`src/hdl/rmf_pkg.sv`:
```
// ----------------------------------------------------------------------------
// rmf_pkg
// Shared types and constants for the running median filter.
// ----------------------------------------------------------------------------
package rmf_pkg;

    localparam int SAMPLE_W       = 16;   // sample and median width
    localparam int WS_W           = 3;    // window_size register width
    localparam int MIN_WINDOW     = 3;    // shortest effective window
    localparam int MAX_WINDOW_DEF = 7;    // default store depth

    localparam logic [WS_W-1:0] WS_RESET = 3'd5;

    typedef enum logic [1:0] {
        S_IDLE,     // waiting for a sample beat
        S_SCAN,     // testing one candidate per cycle
        S_WAIT      // median found, output register still occupied
    } t_rmf_state;

    // controller -> datapath
    typedef struct packed {
        logic wr_sample;    // store sample, advance pointer and fill, restart scan
        logic cand_inc;     // move to next candidate
        logic out_load;     // capture current candidate into output register
    } t_rmf_cmd;

    // datapath -> controller
    typedef struct packed {
        logic hit;          // current candidate has the median rank
        logic cand_last;    // current candidate is the last held entry
    } t_rmf_stat;

endpackage

```
`src/hdl/rmf_sample_if.sv`:
```
// ----------------------------------------------------------------------------
// rmf_sample_if
// Valid/ready channel carrying one input sample per beat.
// ----------------------------------------------------------------------------
interface rmf_sample_if import rmf_pkg::*; ();

    logic                       valid;
    logic                       ready;
    logic signed [SAMPLE_W-1:0] sample;

    modport source (output valid, output sample, input ready);
    modport sink   (input valid, input sample, output ready);

endinterface

```
`src/hdl/rmf_median_if.sv`:
```
// ----------------------------------------------------------------------------
// rmf_median_if
// Valid/ready channel carrying one median result per beat.
// ----------------------------------------------------------------------------
interface rmf_median_if import rmf_pkg::*; ();

    logic                       valid;
    logic                       ready;
    logic signed [SAMPLE_W-1:0] median;

    modport source (output valid, output median, input ready);
    modport sink   (input valid, input median, output ready);

endinterface

```
`src/hdl/running_median_filter.sv`:
```
// ----------------------------------------------------------------------------
// running_median_filter
// Sliding-window median over the last 3, 5 or 7 signed 16-bit samples.
// ----------------------------------------------------------------------------
//  Channel      Dir  Handshake      Payload
//  i_sample_if  in   valid/ready    sample  (signed 16)
//  o_median_if  out  valid/ready    median  (signed 16)
//  i_cfg_wr_*   in   write enable   window_size (3 bits, reset 5)
//
//  Each beat first writes the sample into the store, then ranks one
//  candidate per cycle against all held entries in parallel, at most n
//  candidates, n = samples held (at most the window length).
//  The scan stops early at the first candidate that holds the median rank.
//  The result sits in an output register; the next sample is taken while it
//  waits. A stalled result stalls only a finished scan.
//  Reset (sync, active low) sets window_size to 5 and empties the window;
//  a window_size write empties it as well. No clearing pass is needed.
// ----------------------------------------------------------------------------
module running_median_filter import rmf_pkg::*; #(
    parameter int MAX_WINDOW = MAX_WINDOW_DEF
) (
    input  logic            i_clk,
    input  logic            i_rst_n,
    input  logic            i_cfg_wr_en,
    input  logic [WS_W-1:0] i_cfg_wr_data,
    rmf_sample_if.sink      i_sample_if,
    rmf_median_if.source    o_median_if
);

    t_rmf_cmd  cmd;
    t_rmf_stat stat;

    // local copies of the handshakes, also watched by the checker
    logic in_valid, in_ready, out_valid, out_ready;

    assign in_valid          = i_sample_if.valid;
    assign i_sample_if.ready = in_ready;
    assign out_ready         = o_median_if.ready;
    assign o_median_if.valid = out_valid;

    // sequencer: owns the handshakes and the scan order
    rmf_ctrl u_ctrl (
        .i_clk       (i_clk),
        .i_rst_n     (i_rst_n),
        .i_in_valid  (in_valid),
        .o_in_ready  (in_ready),
        .o_out_valid (out_valid),
        .i_out_ready (out_ready),
        .i_stat      (stat),
        .o_cmd       (cmd)
    );

    // store, pointers, rank compare and result register
    rmf_datapath #(
        .MAX_WINDOW (MAX_WINDOW)
    ) u_dp (
        .i_clk         (i_clk),
        .i_rst_n       (i_rst_n),
        .i_cfg_wr_en   (i_cfg_wr_en),
        .i_cfg_wr_data (i_cfg_wr_data),
        .i_sample      (i_sample_if.sample),
        .o_median      (o_median_if.median),
        .i_cmd         (cmd),
        .o_stat        (stat)
    );

endmodule

```
`src/hdl/rmf_ctrl.sv`:
```
// ----------------------------------------------------------------------------
// rmf_ctrl
// Sequencer: accepts a sample, steps the rank scan, hands off the result.
// ----------------------------------------------------------------------------
module rmf_ctrl import rmf_pkg::*; (
    input  logic      i_clk,
    input  logic      i_rst_n,
    input  logic      i_in_valid,
    output logic      o_in_ready,
    output logic      o_out_valid,
    input  logic      i_out_ready,
    input  t_rmf_stat i_stat,
    output t_rmf_cmd  o_cmd
);

    t_rmf_state r_state, n_state;
    logic       r_out_valid, n_out_valid;
    logic       out_free;

    assign out_free = !r_out_valid || i_out_ready;

    // next state
    always_comb begin
        n_state = r_state;
        unique case (r_state)
            S_IDLE: begin
                if (i_in_valid) begin
                    n_state = S_SCAN;
                end
            end
            S_SCAN: begin
                // a hit always exists; the last candidate ends the scan regardless
                if (i_stat.hit || i_stat.cand_last) begin
                    n_state = out_free ? S_IDLE : S_WAIT;
                end
            end
            S_WAIT: begin
                if (out_free) begin
                    n_state = S_IDLE;
                end
            end
            default: n_state = S_IDLE;
        endcase
    end

    // outputs
    always_comb begin
        o_cmd      = '0;
        o_in_ready = 1'b0;
        unique case (r_state)
            S_IDLE: begin
                o_in_ready      = 1'b1;
                o_cmd.wr_sample = i_in_valid;
            end
            S_SCAN: begin
                if (i_stat.hit || i_stat.cand_last) begin
                    o_cmd.out_load = out_free;
                end else begin
                    o_cmd.cand_inc = 1'b1;
                end
            end
            S_WAIT: begin
                o_cmd.out_load = out_free;
            end
            default: begin
                o_in_ready = 1'b0;
            end
        endcase
    end

    always_comb begin
        if (o_cmd.out_load) begin
            n_out_valid = 1'b1;
        end else if (i_out_ready) begin
            n_out_valid = 1'b0;
        end else begin
            n_out_valid = r_out_valid;
        end
    end

    always_ff @(posedge i_clk) begin
        if (!i_rst_n) begin
            r_state     <= S_IDLE;
            r_out_valid <= 1'b0;
        end else begin
            r_state     <= n_state;
            r_out_valid <= n_out_valid;
        end
    end

    assign o_out_valid = r_out_valid;

endmodule

```
`src/hdl/rmf_datapath.sv`:
```
// ----------------------------------------------------------------------------
// rmf_datapath
// Window store, pointers, rank test of one candidate and output register.
// ----------------------------------------------------------------------------
module rmf_datapath import rmf_pkg::*; #(
    parameter int MAX_WINDOW = MAX_WINDOW_DEF
) (
    input  logic                       i_clk,
    input  logic                       i_rst_n,
    input  logic                       i_cfg_wr_en,
    input  logic [WS_W-1:0]            i_cfg_wr_data,
    input  logic signed [SAMPLE_W-1:0] i_sample,
    output logic signed [SAMPLE_W-1:0] o_median,
    input  t_rmf_cmd                   i_cmd,
    output t_rmf_stat                  o_stat
);

    localparam int IDX_W = $clog2(MAX_WINDOW);
    localparam int CNT_W = $clog2(MAX_WINDOW + 1);
    localparam int EXT_W = CNT_W + WS_W;

    logic signed [SAMPLE_W-1:0] r_store [MAX_WINDOW];
    logic [WS_W-1:0]            r_ws;
    logic [IDX_W-1:0]           r_wp, n_wp;
    logic [CNT_W-1:0]           r_fill, n_fill;
    logic [IDX_W-1:0]           r_cand;
    logic signed [SAMPLE_W-1:0] r_median;

    logic [EXT_W-1:0]           len_lo, len_hi;
    logic [CNT_W-1:0]           len;
    logic [CNT_W-1:0]           wp_inc;
    logic signed [SAMPLE_W-1:0] cand_val;
    logic [CNT_W-1:0]           less_cnt, le_cnt, rank;

    // effective window: clamp to [3, MAX_WINDOW], then force odd
    always_comb begin
        len_lo = (EXT_W'(r_ws) < EXT_W'(MIN_WINDOW)) ? EXT_W'(MIN_WINDOW) : EXT_W'(r_ws);
        len_hi = (len_lo > EXT_W'(MAX_WINDOW)) ? EXT_W'(MAX_WINDOW) : len_lo;
        if (!len_hi[0]) begin
            len_hi = len_hi - EXT_W'(1);
        end
        len = len_hi[CNT_W-1:0];
    end

    always_comb begin
        wp_inc = CNT_W'(r_wp) + CNT_W'(1);
        n_wp   = (wp_inc >= len) ? '0 : wp_inc[IDX_W-1:0];
        n_fill = (r_fill < len) ? r_fill + CNT_W'(1) : len;
    end

    // rank test: candidate is the median if #less <= fill/2 < #less_or_equal
    assign cand_val = r_store[r_cand];
    assign rank     = r_fill >> 1;

    always_comb begin
        less_cnt = '0;
        le_cnt   = '0;
        for (int j = 0; j < MAX_WINDOW; j++) begin
            if (CNT_W'(j) < r_fill) begin
                if (r_store[j] < cand_val) begin
                    less_cnt = less_cnt + CNT_W'(1);
                end
                if (r_store[j] <= cand_val) begin
                    le_cnt = le_cnt + CNT_W'(1);
                end
            end
        end
        o_stat.hit       = (less_cnt <= rank) && (le_cnt > rank);
        o_stat.cand_last = (CNT_W'(r_cand) + CNT_W'(1)) >= r_fill;
    end

    always_ff @(posedge i_clk) begin
        if (!i_rst_n) begin
            r_ws   <= WS_RESET;
            r_wp   <= '0;
            r_fill <= '0;
        end else if (i_cfg_wr_en) begin
            r_ws   <= i_cfg_wr_data;
            r_wp   <= '0;
            r_fill <= '0;
        end else if (i_cmd.wr_sample) begin
            r_wp   <= n_wp;
            r_fill <= n_fill;
        end
    end

    always_ff @(posedge i_clk) begin
        if (i_cmd.wr_sample) begin
            r_store[r_wp] <= i_sample;
            r_cand        <= '0;
        end else if (i_cmd.cand_inc) begin
            r_cand        <= r_cand + IDX_W'(1);
        end
        if (i_cmd.out_load) begin
            r_median <= cand_val;
        end
    end

    assign o_median = r_median;

endmodule

```
`src/flat_wrapper.sv`:
```
// flat-port wrapper written by rule: the top's interface ports become plain ports
module running_median_filter_flat import rmf_pkg::*;
#(
    parameter int MAX_WINDOW = MAX_WINDOW_DEF
)
  (i_clk, i_rst_n, i_cfg_wr_en, i_cfg_wr_data, i_sample_if_valid, i_sample_if_sample, i_sample_if_ready, o_median_if_valid, o_median_if_median, o_median_if_ready);
  rmf_sample_if i_sample_if_i ();
  rmf_median_if o_median_if_i ();
  input  logic i_clk;
  input  logic i_rst_n;
  input  logic i_cfg_wr_en;
  input  logic [WS_W-1:0] i_cfg_wr_data;
  input wire logic [$bits(i_sample_if_i.valid)-1:0] i_sample_if_valid;
  input wire logic [$bits(i_sample_if_i.sample)-1:0] i_sample_if_sample;
  output wire logic [$bits(i_sample_if_i.ready)-1:0] i_sample_if_ready;
  output wire logic [$bits(o_median_if_i.valid)-1:0] o_median_if_valid;
  output wire logic [$bits(o_median_if_i.median)-1:0] o_median_if_median;
  input wire logic [$bits(o_median_if_i.ready)-1:0] o_median_if_ready;
  assign i_sample_if_i.valid = i_sample_if_valid;
  assign i_sample_if_i.sample = i_sample_if_sample;
  assign i_sample_if_ready = i_sample_if_i.ready;
  assign o_median_if_valid = o_median_if_i.valid;
  assign o_median_if_median = o_median_if_i.median;
  assign o_median_if_i.ready = o_median_if_ready;
  running_median_filter #(.MAX_WINDOW(MAX_WINDOW)) u_core (.i_clk(i_clk), .i_rst_n(i_rst_n), .i_cfg_wr_en(i_cfg_wr_en), .i_cfg_wr_data(i_cfg_wr_data), .i_sample_if(i_sample_if_i), .o_median_if(o_median_if_i));
endmodule
```
`config.mk`:
```
export PLATFORM = sky130hd
export DESIGN_NAME = running_median_filter_flat
export DESIGN_NICKNAME = d
export VERILOG_FILES = /design/src/hdl/rmf_pkg.sv /design/src/hdl/rmf_sample_if.sv /design/src/hdl/rmf_median_if.sv /design/src/hdl/running_median_filter.sv /design/src/hdl/rmf_ctrl.sv /design/src/hdl/rmf_datapath.sv /design/src/flat_wrapper.sv
export SDC_FILE = /design/constraint.sdc
export NUM_CORES = 1
export LEC_CHECK = 0
export BUFFER_PORTS_ARGS = -buffer_cell sky130_fd_sc_hd__buf_2
export CAP_MARGIN = 25
export CORE_ASPECT_RATIO = 1.25
export CORE_MARGIN = 1
export CORE_UTILIZATION = 57
export CTS_CLUSTER_DIAMETER = 150
export DETAILED_ROUTE_END_ITERATION = 12
export GPL_ROUTABILITY_DRIVEN = 0
export PLACE_DENSITY = 0.84
export SETUP_SLACK_MARGIN = 0.1
export SLEW_MARGIN = 10
export SYNTH_ARGS = -nofsm -noshare
export SYNTH_HDL_FRONTEND = slang
export SYNTH_SLANG_ARGS = --single-unit
```
`constraint.sdc`:
```
create_clock -name i_clk -period 8.5 [get_ports i_clk]
set_clock_uncertainty 0.1 [all_clocks]
set_input_delay 1.7 -clock i_clk [delete_from_list [all_inputs] [get_ports i_clk]]
set_output_delay 1.7 -clock i_clk [all_outputs]
set_load 0.02 [all_outputs]
```
==> out/qor.yml <==
p_total_uw: 2720
syn_area_mm2: 0.00977
synth_edf_count: 144
place.detailed.hpwl_mm: 17.1
worstMarginPinSlew_ps: 815
synth_most_common_cell: "edfxtp_1"
drtIter0Drc: 750
fin_nets: 1009
syn_inst: 751
grt_pass1_vias: 7105
vdd_drop_max_mv: 0.130
yosysTopAreaCell: "edfxtp_1"
htree_levels: 4
routed_via_density: 6.47
fillCellCount: 1129
status: "finished clean"
grt_max_degree: 33
yosys_warnings: 0
fin_crit_sh: 0.956
avgRoutedWirePerCell_um: 23.2
seqPwrFrac: 0.346
power.internal_uw: 1820
holdPathStages: 2
power_switching_uw: 896
tns_ps: 0
synth.avg_cell_area_um2: 13.0
final_cells: 1076
max_cap_violations: 0
ant_nets: 0
path_max_fanout: 8
fmax_mhz: 123
clkTransAtPathRegs_ps: 60
reg2reg_to: "u_core.u_dp.o_median[14]$_DFFE_PP_"
path_class: "reg -> reg"
async_flop_share: 0
grt_use_total: 0.285
rsz0062_at_grt: "false"
start_kind: "flop"
grt_pass1_wl_mm: 37.1
ys_ff_latch: 162
multiInputGateArea_mm2: 0.00498
port_buffers: 41
reg2reg_depth: 34
leakage_uw: 0.00457
die_x_um: 119
clock_sinks: 162
vias: 6958
drcViolationCount: 0
fp.dieH_um: 148
hp-class: "reg -> reg"
clkPwrFrac: 0.271
synthFlopType: "edfxtp_1"
clockBufferDepth: 2
seqCellArea_mm2: 0.00469
netlist_top_cells_count: "edfxtp_1 (144), ha_1 (142), inv_1 (41), a21oi_1 (35), nand2_1 (35)"
syn2layout_area_growth_pct: 16.3
synth.distinct_cells: 64
root_buffer: "clkbuf_16"
p_comb_frac: 0.383
whs_ps: 384
dieArea_mm2: 0.0177
slew_headroom: 0.456
dr.pass1.iters: 5
crit_path_end_kind: "flop"
postSynthNetCount: 917
num_io_pins: 42
core.rowCount: 53
synth.area.top_cells: "edfxtp_1 (44%), ha_1 (18%), mux4_2 (7.4%)"
crit_arrival_ps: 8170
cpPeakStageDelay_ps: 490
yosysSeqAreaShare: 0.480
cp-endpoint: "u_core.u_dp.o_median[14]$_DFFE_PP_"
drt-total-wl_mm: 24.9
power_density_mw_per_mm2: 240
cp_data_required_time_ps: 8550
slew_viol_final: 0
yosysTopAreaCellShare: 0.443
holdBufCountCts: 0
numCtsBuffers: 17
drive_gt1_frac: 0.225
antenna_cells: 0
crit_slowest_cell: "mux4_2"
r2r_slack_ps: 370
crit_path_frequent_cell: "ha_1"
placedCellCount: 1027
setup_viol: 0
clock_latency_ps: 430
core_area_mm2: 0.0168
p_sw_frac: 0.329
period_needed_ps: 8130
hold_violations: 0
antenna_found_initial: 0
cts_tree: "yes"
initial_core_util: 0.582
grt-ovfl-total: 0
## worst max-delay path, delay by kind of cell (launching register included)
kind                       cells  cell delay [ps]
muxes                          8             2190
adders and majority gates      8             2100
AOI/OAI and AO/OA             11             1900
buffers and inverters          4              690
and+or+nand+nor                3              460
DFF                            1              400
## kinds of logic (layout without fill, tap and decap cells)
group,Yosys count,count (layout),synth area share
compound gates,138,138,0.0983
xor+xnor,17,17,0.0174
fa+ha+maj,142,142,0.182
buf+inv,59,164,0.0227
flops,162,162,0.480
mux,66,66,0.111
simple gates,167,167,0.0893
## area by class of cell
cell class	count	share of cell area
repair buffers	91	0.0612
inverters	41	0.0135
clock inverters	14	0.0123
multi-input cells	530	0.438
well taps	220	0.0242
clock buffers	18	0.0378
flip-flops and latches	162	0.413
## state kept, by name, indices dropped and copies added, names as in the netlist, named ones only
register / flops
u_core.u_ctrl.o_out_valid: 1
u_core.u_ctrl.r_state: 2
u_core.u_dp.o_median: 16
u_core.u_dp.r_cand: 3
u_core.u_dp.r_fill: 3
u_core.u_dp.r_store: 128
u_core.u_dp.r_wp: 3
u_core.u_dp.r_ws: 3
## layer usage
layer  vias to the layer above  wire [µm]  track usage
met2                       375      12700        0.502
met1                      3342       8910        0.319
met5                         -          0            0
met3                       114       1890       0.0575
met4                         0       1390        0.164
li1                       3127          -            -
## power groups by stage
| stage | Clock [µW] | Combinational (µW) | Sequential [µW] |
|---|---|---|---|
| floorplan | 0 | 610 | 957 |
| global placement | 0 | 869 | 952 |
| detailed placement | 0 | 902 | 954 |
| CTS | 744 | 917 | 937 |
| global route | 778 | 1130 | 943 |
| finish | 738 | 1040 | 941 |
## worst min path at each step
stage	from	to
after detailed placement	u_core.u_ctrl.r_state[1]$_SDFFE_PN0P_	u_core.u_ctrl.r_state[1]$_SDFFE_PN0P_
after floorplan	u_core.u_ctrl.r_state[1]$_SDFFE_PN0P_	u_core.u_ctrl.r_state[1]$_SDFFE_PN0P_
after global routing	u_core.u_ctrl.r_state[0]$_SDFFE_PN0P_	u_core.u_ctrl.r_state[0]$_SDFFE_PN0P_
after CTS	u_core.u_ctrl.r_state[1]$_SDFFE_PN0P_	u_core.u_ctrl.r_state[1]$_SDFFE_PN0P_
after global placement	u_core.u_ctrl.r_state[0]$_SDFFE_PN0P_	u_core.u_ctrl.r_state[0]$_SDFFE_PN0P_
final	u_core.u_ctrl.r_state[1]$_SDFFE_PN0P_	u_core.u_ctrl.r_state[1]$_SDFFE_PN0P_
## stage by stage
step | area, µm² | setup WS, ps | utilization
floorplan | 9780 | 144 | -
global placement | 10500 | 449 | 0.626
detailed placement | 10500 | 285 | 0.626
CTS | 11100 | 228 | 0.660
global route | 11400 | 77.3 | 0.677
finish | 11400 | 372 | 0.677
## placed cells by master, fill, tap and decap left out, types with 7 or more instances in the layout
master and count:
a21o_1 21, xor2_1 9, nor2b_1 21, o21ai_0 15, dfxtp_1 17, ha_1 139
nor2_1 33, buf_2 41, mux2i_1 21, nand2_1 35, nand3_1 15, inv_1 41
a21oi_1 32, nand2b_1 11, clkbuf_16 20, mux2_2 7, edfxtp_1 144, mux4_2 32
nand4_1 20, buf_4 42
## repair_timing
action | 4_1_cts | 5_1_grt
buffers inserted | 0 | 14
resized for setup | 0 | 22
endpoints found under the setup margin | 0 | 25
No activity file was read; power rests on OpenSTA's default activity.
